$ cat src/rtl/assert_macros.svh
// Assertion macros used by the unpacker top-level RTL file.
`ifndef ASSERT_MACROS_SVH
`define ASSERT_MACROS_SVH

`ifndef NO_ASSERTIONS

`define ASSERT_CLK_RST(name, prop, msg) \
  name: assert property (@(posedge clk) disable iff (rst) (prop)) else $error(msg);

`define ASSERT_CLK(name, prop, msg) \
  name: assert property (@(posedge clk) (prop)) else $error(msg);

`else

`define ASSERT_CLK_RST(name, prop, msg)

`define ASSERT_CLK(name, prop, msg)

`endif

`endif

$ cat src/rtl/rbsu_pkg.sv
package rbsu_pkg;

  localparam int SAMPLE_W    = 40;
  localparam int BYTE_W      = 8;
  localparam int FMT_W       = 3;
  localparam int POS_W       = 3;
  localparam int QUEUE_DEPTH = 2;

  localparam logic [FMT_W-1:0] FMT_INT8  = 3'd0;
  localparam logic [FMT_W-1:0] FMT_INT16 = 3'd1;
  localparam logic [FMT_W-1:0] FMT_INT24 = 3'd2;
  localparam logic [FMT_W-1:0] FMT_INT32 = 3'd3;
  localparam logic [FMT_W-1:0] FMT_INT40 = 3'd4;

  typedef struct packed {
    logic signed [SAMPLE_W-1:0] first;
    logic signed [SAMPLE_W-1:0] second;
  } pair_t;

  typedef struct packed {
    logic             half;
    logic [POS_W-1:0] pos;
  } front_status_t;

  typedef struct packed {
    logic full;
    logic empty;
  } queue_status_t;

  function automatic logic [POS_W-1:0] bytes_per_sample(logic [FMT_W-1:0] fmt);
    logic [POS_W-1:0] nb;
    unique case (fmt)
      FMT_INT8:  nb = 3'd1;
      FMT_INT16: nb = 3'd2;
      FMT_INT24: nb = 3'd3;
      FMT_INT32: nb = 3'd4;
      FMT_INT40: nb = 3'd5;
      default:   nb = 3'd0;
    endcase
    return nb;
  endfunction

  function automatic logic signed [SAMPLE_W-1:0] sign_extend(logic [SAMPLE_W-1:0] raw,
                                                            logic [POS_W-1:0] nb);
    logic signed [SAMPLE_W-1:0] res;
    case (nb)
      3'd1:    res = {{32{raw[7]}}, raw[7:0]};
      3'd2:    res = {{24{raw[15]}}, raw[15:0]};
      3'd3:    res = {{16{raw[23]}}, raw[23:0]};
      3'd4:    res = {{8{raw[31]}}, raw[31:0]};
      default: res = raw;
    endcase
    return res;
  endfunction

endpackage

$ cat src/rtl/rbsu_front.sv
module rbsu_front (
  input  logic                        clk,
  input  logic                        rst,
  input  logic                        cfg_write,
  input  logic [rbsu_pkg::FMT_W-1:0]  cfg_data,
  input  logic                        in_valid,
  output logic                        in_stall,
  input  logic [rbsu_pkg::BYTE_W-1:0] data_byte,
  input  rbsu_pkg::queue_status_t     queue_status,
  output logic                        push,
  output rbsu_pkg::pair_t             push_pair,
  output rbsu_pkg::front_status_t     status
);
  import rbsu_pkg::*;

  logic [FMT_W-1:0]    sample_format;
  logic [POS_W-1:0]    pos;
  logic                half;
  logic [SAMPLE_W-1:0] acc;
  logic [SAMPLE_W-1:0] acc_next;
  logic signed [SAMPLE_W-1:0] first;
  logic signed [SAMPLE_W-1:0] done_sample;
  logic [POS_W-1:0]    nb;
  logic                little;
  logic                accept;
  logic                known;
  logic                done;
  logic [SAMPLE_W-1:0] byte_ext;

  assign nb       = bytes_per_sample(sample_format);
  assign known    = (nb != 3'd0);
  assign little   = (sample_format == FMT_INT16) || (sample_format == FMT_INT32);
  assign in_stall = queue_status.full;
  assign accept   = in_valid && !in_stall;
  assign done     = (pos == nb - 3'd1);
  assign byte_ext = {{(SAMPLE_W-BYTE_W){1'b0}}, data_byte};

  always_comb begin
    if (pos == 3'd0) begin
      acc_next = byte_ext;
    end else if (little) begin
      acc_next = acc | (byte_ext << {pos, 3'b000});
    end else begin
      acc_next = {acc[SAMPLE_W-BYTE_W-1:0], data_byte};
    end
  end

  assign done_sample = sign_extend(acc_next, nb);
  assign push        = accept && known && done && half;
  assign push_pair   = '{first: first, second: done_sample};
  assign status      = '{half: half, pos: pos};

  always_ff @(posedge clk) begin
    if (rst) begin
      sample_format <= FMT_INT16;
      pos           <= '0;
      half          <= 1'b0;
    end else if (cfg_write) begin
      sample_format <= cfg_data;
      pos           <= '0;
      half          <= 1'b0;
    end else if (accept && known) begin
      if (done) begin
        pos  <= '0;
        half <= !half;
      end else begin
        pos <= pos + 3'd1;
      end
    end
  end

  always_ff @(posedge clk) begin
    if (accept && known) begin
      acc <= acc_next;
      if (done && !half) begin
        first <= done_sample;
      end
    end
  end

endmodule

$ cat src/rtl/rbsu_queue.sv
module rbsu_queue #(
  parameter int DEPTH = rbsu_pkg::QUEUE_DEPTH
) (
  input  logic                    clk,
  input  logic                    rst,
  input  logic                    push,
  input  rbsu_pkg::pair_t         push_pair,
  input  logic                    pop,
  output rbsu_pkg::pair_t         head,
  output rbsu_pkg::queue_status_t status
);
  import rbsu_pkg::*;

  localparam int PTR_W = (DEPTH > 1) ? $clog2(DEPTH) : 1;
  localparam int CNT_W = $clog2(DEPTH + 1);

  pair_t              slots [DEPTH];
  logic [PTR_W-1:0]   wr_ptr;
  logic [PTR_W-1:0]   rd_ptr;
  logic [CNT_W-1:0]   count;

  function automatic logic [PTR_W-1:0] bump(logic [PTR_W-1:0] p);
    logic [PTR_W-1:0] n;
    if (p == PTR_W'(DEPTH - 1)) begin
      n = '0;
    end else begin
      n = p + PTR_W'(1);
    end
    return n;
  endfunction

  assign head         = slots[rd_ptr];
  assign status.full  = (count == CNT_W'(DEPTH));
  assign status.empty = (count == '0);

  always_ff @(posedge clk) begin
    if (rst) begin
      wr_ptr <= '0;
      rd_ptr <= '0;
      count  <= '0;
    end else begin
      if (push) begin
        wr_ptr <= bump(wr_ptr);
      end
      if (pop) begin
        rd_ptr <= bump(rd_ptr);
      end
      if (push && !pop) begin
        count <= count + CNT_W'(1);
      end else if (pop && !push) begin
        count <= count - CNT_W'(1);
      end
    end
  end

  always_ff @(posedge clk) begin
    if (push) begin
      slots[wr_ptr] <= push_pair;
    end
  end

endmodule

$ cat src/rtl/rbsu_back.sv
module rbsu_back (
  input  logic                                clk,
  input  logic                                rst,
  input  rbsu_pkg::pair_t                     head,
  input  rbsu_pkg::queue_status_t             queue_status,
  output logic                                pop,
  output logic                                out_valid,
  input  logic                                out_stall,
  output logic signed [rbsu_pkg::SAMPLE_W-1:0] sample,
  output logic                                last
);
  import rbsu_pkg::*;

  logic half;
  logic out_accept;

  assign out_valid  = !queue_status.empty;
  assign out_accept = out_valid && !out_stall;
  assign sample     = half ? head.second : head.first;
  assign last       = half;
  assign pop        = out_accept && half;

  always_ff @(posedge clk) begin
    if (rst) begin
      half <= 1'b0;
    end else if (out_accept) begin
      half <= !half;
    end
  end

endmodule

$ cat src/rtl/raw_byte_to_sample_unpacker.sv
// Gathers a raw byte stream into sign-extended 40-bit samples (int8, int16 LE, int24 BE,
// int32 LE or int40 BE) and releases them in pairs, the second one flagged by last.
// One byte is taken every clock unless the queue is full; a completed pair goes into a
// two-entry pair queue and the output side delivers its two samples on consecutive
// unstalled cycles, so the output keeps up with the densest case (int8, one sample per
// byte). A byte completes a pair in the cycle it is taken and its pair can be shown in
// the next cycle. Bytes under an unknown format code are taken and dropped. Writing the
// format register drops any partial pair; write it only while the block is idle.
`include "assert_macros.svh"

module raw_byte_to_sample_unpacker #(
  parameter int QUEUE_DEPTH = rbsu_pkg::QUEUE_DEPTH
) (
  input  logic                                 clk,
  input  logic                                 rst,
  input  logic                                 cfg_valid,
  output logic                                 cfg_ready,
  input  logic [rbsu_pkg::FMT_W-1:0]           cfg_data,
  input  logic                                 in_valid,
  output logic                                 in_stall,
  input  logic [rbsu_pkg::BYTE_W-1:0]          data_byte,
  output logic                                 out_valid,
  input  logic                                 out_stall,
  output logic signed [rbsu_pkg::SAMPLE_W-1:0] sample,
  output logic                                 last
);
  import rbsu_pkg::*;

  logic          push;
  logic          pop;
  pair_t         push_pair;
  pair_t         head;
  queue_status_t queue_status;
  front_status_t front_status;
  logic          cfg_write;
  logic          out_take;
  logic          front_idle;

  assign cfg_ready  = 1'b1;
  assign cfg_write  = cfg_valid && cfg_ready;
  assign out_take   = out_valid && !out_stall;
  assign front_idle = (front_status.pos == '0) && !front_status.half;

  rbsu_front u_front (
    .clk          (clk),
    .rst          (rst),
    .cfg_write    (cfg_write),
    .cfg_data     (cfg_data),
    .in_valid     (in_valid),
    .in_stall     (in_stall),
    .data_byte    (data_byte),
    .queue_status (queue_status),
    .push         (push),
    .push_pair    (push_pair),
    .status       (front_status)
  );

  rbsu_queue #(
    .DEPTH (QUEUE_DEPTH)
  ) u_queue (
    .clk       (clk),
    .rst       (rst),
    .push      (push),
    .push_pair (push_pair),
    .pop       (pop),
    .head      (head),
    .status    (queue_status)
  );

  rbsu_back u_back (
    .clk          (clk),
    .rst          (rst),
    .head         (head),
    .queue_status (queue_status),
    .pop          (pop),
    .out_valid    (out_valid),
    .out_stall    (out_stall),
    .sample       (sample),
    .last         (last)
  );

  `ASSERT_CLK_RST(a_no_overflow, push |-> !queue_status.full, "Pair pushed into a full queue.")
  `ASSERT_CLK_RST(a_pair_second, (out_take && !last) |=> (out_valid && last), "Pair is cut short.")
  `ASSERT_CLK_RST(a_cfg_clears, cfg_write |=> front_idle, "Partial pair survived a format write.")

endmodule
$ cat config.mk
export PLATFORM = sky130hd
export DESIGN_NAME = raw_byte_to_sample_unpacker
export DESIGN_NICKNAME = d
export VERILOG_FILES = /design/src/rtl/rbsu_pkg.sv /design/src/rtl/rbsu_front.sv /design/src/rtl/rbsu_queue.sv /design/src/rtl/rbsu_back.sv /design/src/rtl/raw_byte_to_sample_unpacker.sv
export VERILOG_INCLUDE_DIRS = /design/src /design/src/rtl
export SDC_FILE = /design/constraint.sdc
export NUM_CORES = 1
export LEC_CHECK = 0
export BUFFER_PORTS_ARGS = -buffer_cell sky130_fd_sc_hd__buf_4
export CAP_MARGIN = 20
export CORE_ASPECT_RATIO = 2
export CORE_MARGIN = 1
export CORE_UTILIZATION = 30
export CTS_CLUSTER_SIZE = 24
export DETAILED_ROUTE_END_ITERATION = 8
export HOLD_SLACK_MARGIN = 0.03
export SYNTH_ARGS = -nofsm -noshare
export SYNTH_HDL_FRONTEND = slang
export SYNTH_HIERARCHICAL = 1
export SYNTH_SLANG_ARGS = --single-unit
$ cat constraint.sdc
create_clock -name clk -period 9.8 [get_ports clk]
set_input_delay 1.96 -clock clk [delete_from_list [all_inputs] [get_ports clk]]
set_output_delay 1.96 -clock clk [all_outputs]
set_load 0.03 [all_outputs]
==> flow_summary.ini, run 1 <==
[clock_tree]
cts-root-buf = clkbuf_16
cts_buffers = 21
cts.clk_slew.worst_paths_ns = 0.07
cts_setup_buffers = 0
postCtsResizedCells = 0
cts_hold_buffers = 0
clkSinkCount = 253
cts_max_level = 1
cts_tree = done
cts.path.max_buffers = 3
clk_latency_ns = 0.51

[global_route]
grt_pass1_wl_um = 33800
grt-ovfl-total = 0
grt_usage_pct = 12.2
grt_pass1_vias = 5746
antenna_found_initial = 0
grt_max_degree = 71

[cells_and_area]
final_nets = 744
drive_above_1_share_pct = 31.5
nFillCells = 3299
num_antenna_cells = 0
final_cells = 1179
fin_area_mm2 = 0.0121
area_growth_pct = 13.3

[routing]
wl_per_cell_um = 18.7
drc = 0
first_iter_violations = 445
vias = 5663
wl_um = 22100
drtAntennaViolNets = 0
vias_per_cell = 4.80
drtPass1Iterations = 5

[power_and_ir_drop]
p_leak_nw = 4.13
internal-power_mw = 1.70
clkPwrFrac_pct = 38.2
swShare_pct = 22.1
p_comb_share_pct = 5.4
p_per_area_mw_per_mm2 = 180
power_frac_seq_pct = 56.3
ir_drop_mv = 0.108
fin_total_pwr_mw = 2.18
switchingPower_mw = 0.482

[setup_path]
crit_required_ns = 7.84
r2r_setup_slack_ns = 5.56
reg2reg_depth = 9
cp-start-kind = flop
cp-end-kind = output port
r2r_end = u_queue/slots[0][64]
crit_fanout = 68
cp_data_arrival_time_ns = 2.69
r2r_start = u_front/sample_format[2]
critPathKind = flop to output port

[place]
gp_congestion = 0.774
dpl-instance-area_mm2 = 0.0115
port_buffers = 58
dp_cells = 1143
place_hpwl_um = 14300

[synthesis]
yosys_warnings = 6
syn_avg_cell_area_um2 = 15.8
syn_area_mm2 = 0.0107
syn_nets = 699
syn_inst = 676

[floorplanning]
io_pins = 60
initial_core_util_pct = 30.5
fp.dieH_um = 269
dieArea_mm2 = 0.0365
die_x_um = 136
rows = 97
fp.coreArea_mm2 = 0.0351

[run]
drv_cap = 0

[sta]
setup_viol = 0
fin_crit_ns = 4.65
worst_slew_pin_slew_ns = 0.994
min_period_over_period_pct = 47.4
rsz0062_at_grt = no
hold_ws_ns = 0.446
skew_ns = 0.0100
finalHoldViolations = 0
report.final.slew_viol_count = 0
tns_ns = 0
relSlewSlack_pct = 33.7
fmax_mhz = 215

[hold_path]
min_path_cells = 0
min_path_type = flop to flop
hold-path-endpoint = u_queue/slots[0][47]
hp-start = u_front/first[7]

[status]
status = finished, final reports clean
==> cell usage in the layout (no fill, tap or decap), drive strengths merged, types with 4 or more instances in the layout <==
cell type / instances
nor3: 5
a21oi: 37
mux2: 120
inv: 28
a22o: 7
buf: 66
ha: 7
nor2: 27
clkinv: 6
or3: 4
nand3: 18
a211o: 8
a211oi: 7
a21o: 7
nor2b: 7
xnor2: 7
o31ai: 7
clkbuf: 24
dfxtp: 13
xor2: 4
edfxtp: 240
o21ai: 46
==> per-layer routing <==
metal  vias up  track usage, %  routed length, um
met3        28            1.69                922
met2       140            22.6              12200
met4         0            5.03                615
met5         -               0                  0
met1      2842            13.5               8360
li1       2653               -                  -
==> worst max-delay path, stage by stage, from the launching register on <==
cell and delay (ns):
dfxtp_4 0.46, buf_4 0.75, mux2_2 0.42, mux2_2 0.29, buf_4 0.17
==> power groups by stage <==
stage | sequential, mW | combinational, mW | clock [mW]
6_report | 1.23 | 0.119 | 0.833
5_1_grt | 1.23 | 0.130 | 0.888
4_1_cts | 1.23 | 0.120 | 0.857
3_5_place_dp | 1.25 | 0.120 | 0
3_3_place_gp | 1.25 | 0.117 | 0
2_1_floorplan | 1.25 | 0.0824 | 0
==> area by class of cell <==
cell class | count | area, um2 | share of cell area, %
clock inverter | 12 | 123 | 1.01
clock buffer | 24 | 537 | 4.42
timing repair buffer | 66 | 495 | 4.08
sequential | 253 | 7470 | 61.6
multi-input combinational | 353 | 2850 | 23.5
inverter | 26 | 97.6 | 0.804
tap | 445 | 557 | 4.59
==> sequential cells by signal, summed over array words and instances (netlist names), named ones only <==
name                   flops
u_front/acc               40
u_back/last                1
u_queue/wr_ptr             1
u_queue/slots            160
u_front/first             40
u_front/sample_format      3
u_front/pos                3
u_queue/rd_ptr             1
u_front/half               1
u_queue/count              2
==> how the worst max path moves through the flow <==
stage	end	slack, ns	depth (start not counted)
after floorplan	u_queue/slots[0][0]	1.70	5
after global placement	u_queue/slots[0][34]	4.59	8
after detailed placement	u_queue/slots[0][34]	4.57	8
after CTS	sample[5]	5.09	4
after global routing	u_queue/slots[0][21]	4.97	8
final	sample[5]	5.15	4
==> per-stage QoR <==
step | worst slack [ns] | util, %
floorplan | 1.70 | -
global placement | 4.59 | 32.7
detailed placement | 4.57 | 32.7
CTS | 5.09 | 34.6
global route | 4.97 | 34.6
finish | 5.15 | 34.6
Power figures use the tool's default switching activity.
==> inputs of run 2 (changes only) <==
clock period = 3.85 ns   (was 9.8 ns; I/O delays follow)
==> flow_summary.ini, run 2 (synthesis gave the netlist of run 1 again) <==
[routing]
drtAntennaViolNets = 0
first_iter_violations = 370
drc = 0
vias = 5781
drtPass1Iterations = 5
vias_per_cell = 4.88
wl_per_cell_um = 19.2
wl_um = 22800

[setup_path]
critPathKind = flop to flop
crit_fanout = 16
path_cells = inv_1 -> ha_1 -> nor2b_1 -> o31a_1 -> or2_1 -> a21oi_2 -> o21ai_0
slowest_delay_ns = 0.69
crit_required_ns = 4.03
cp-start-kind = flop
cp_data_arrival_time_ns = 3.35
cp_slowest_cell = a21oi_2
r2r_setup_slack_ns = 0.68
cp-end-kind = flop

[place]
gp_congestion = 0.826
port_buffers = 58
place_hpwl_um = 15200

[sta]
relSlewSlack_pct = 33.8
rsz0062_at_grt = no
hold_ws_ns = 0.447
setup_viol = 0
min_period_over_period_pct = 82.4
report.final.slew_viol_count = 0
fin_crit_ns = 3.17
skew_ns = 0.0163
fmax_mhz = 315
finalHoldViolations = 0
worst_slew_pin_slew_ns = 0.986

[floorplanning]
initial_core_util_pct = 30.5
fp.coreArea_mm2 = 0.0351
die_x_um = 136
io_pins = 60
rows = 97
fp.dieH_um = 269
dieArea_mm2 = 0.0365

[clock_tree]
cts_max_level = 1
cts_buffers = 21
cts.clk_slew.worst_paths_ns = 0.07
cts_setup_buffers = 0
clkSinkCount = 253
cts_tree = done
postCtsResizedCells = 0
clk_latency_ns = 0.51
cts-root-buf = clkbuf_16
cts_hold_buffers = 0
cts.path.max_buffers = 3

[cells_and_area]
largest_register_ffs = 160
area_growth_pct = 14.0
layout_commonest_cell = edfxtp_1
drive_above_1_share_pct = 32.8
largest_registers = u_queue/slots: 160 flops, u_front/acc: 40 flops, u_front/first: 40 flops
nFillCells = 3289
final_nets = 750
num_antenna_cells = 0
top_register = u_queue/slots
layout_common_cells = edfxtp_1, mux2_2, buf_4, o21ai_0, a21oi_1
final_core_util_pct = 34.8

[global_route]
grt_pass1_wl_um = 35000
antenna_found_initial = 0
grt_max_degree = 81
grt_usage_pct = 12.7
grt-ovfl-total = 0
grt_pass1_vias = 5966

[status]
status = finished, final reports clean

[power_and_ir_drop]
ir_drop_mv = 0.223
p_leak_nw = 4.15
p_per_area_mw_per_mm2 = 443

[hold_path]
min_path_type = flop to flop

[run]
drv_cap = 0
-- run 2: per-layer routing --
layer  global-route usage [%]  wire (um)  vias up
met5                        0          0        -
met2                     23.5      12300      178
met1                     13.9       8520     2874
met4                     7.01       1080        0
met3                     1.32        843       58
li1                         -          -     2671
-- run 2: area by class of cell --
cell class | instances | area [um2] | share of cell area [%]
clock buffer | 22 | 529 | 4.34
clock inverter | 14 | 80.1 | 0.656
inverter | 26 | 97.6 | 0.800
multi-input combinational | 353 | 2870 | 23.5
sequential | 253 | 7470 | 61.2
tap | 445 | 557 | 4.56
timing repair buffer | 72 | 598 | 4.90
-- run 2: worst paths after layout --
check / endpoint / from / cells past startpoint
worst max-delay path: u_front/first[30] / u_front/pos[0] / 7
worst min register to register: u_queue/slots[0][76] / u_front/first[36] / 0
worst min-delay path: u_queue/slots[0][76] / u_front/first[36] / 0
worst max register to register: u_front/first[30] / u_front/pos[0] / 7
-- run 2: worst max-delay path, delay by kind of cell, from the launching register on --
kind	cells	cell delay (ns)
buffers and inverters	1	0.18
AND/OR/NAND/NOR	2	0.53
AO/OA/AOI/OAI	3	1.39
flip-flops	1	0.51
adder cells (fa/ha/maj)	1	0.24
-- run 2: where the power goes --
group / total [mW] / internal [mW] / switching (mW)
clock network: 1.97 / 1.01 / 0.958
registers: 3.13 / 3.09 / 0.0388
logic: 0.309 / 0.0911 / 0.218
-- run 2: through the flow --
stage	setup TNS [ns]	total power [mW]	setup slack (ns)	instance area (um2)	std cells
6_report	0	5.41	0.679	12200	1185
5_1_grt	0	5.58	0.428	12200	1185
4_1_cts	0	5.46	0.618	12200	1184
3_5_place_dp	0	3.49	0.640	11600	1148
3_3_place_gp	0	3.49	0.750	11600	1148
2_1_floorplan	-107.76	3.39	-0.677	10700	676
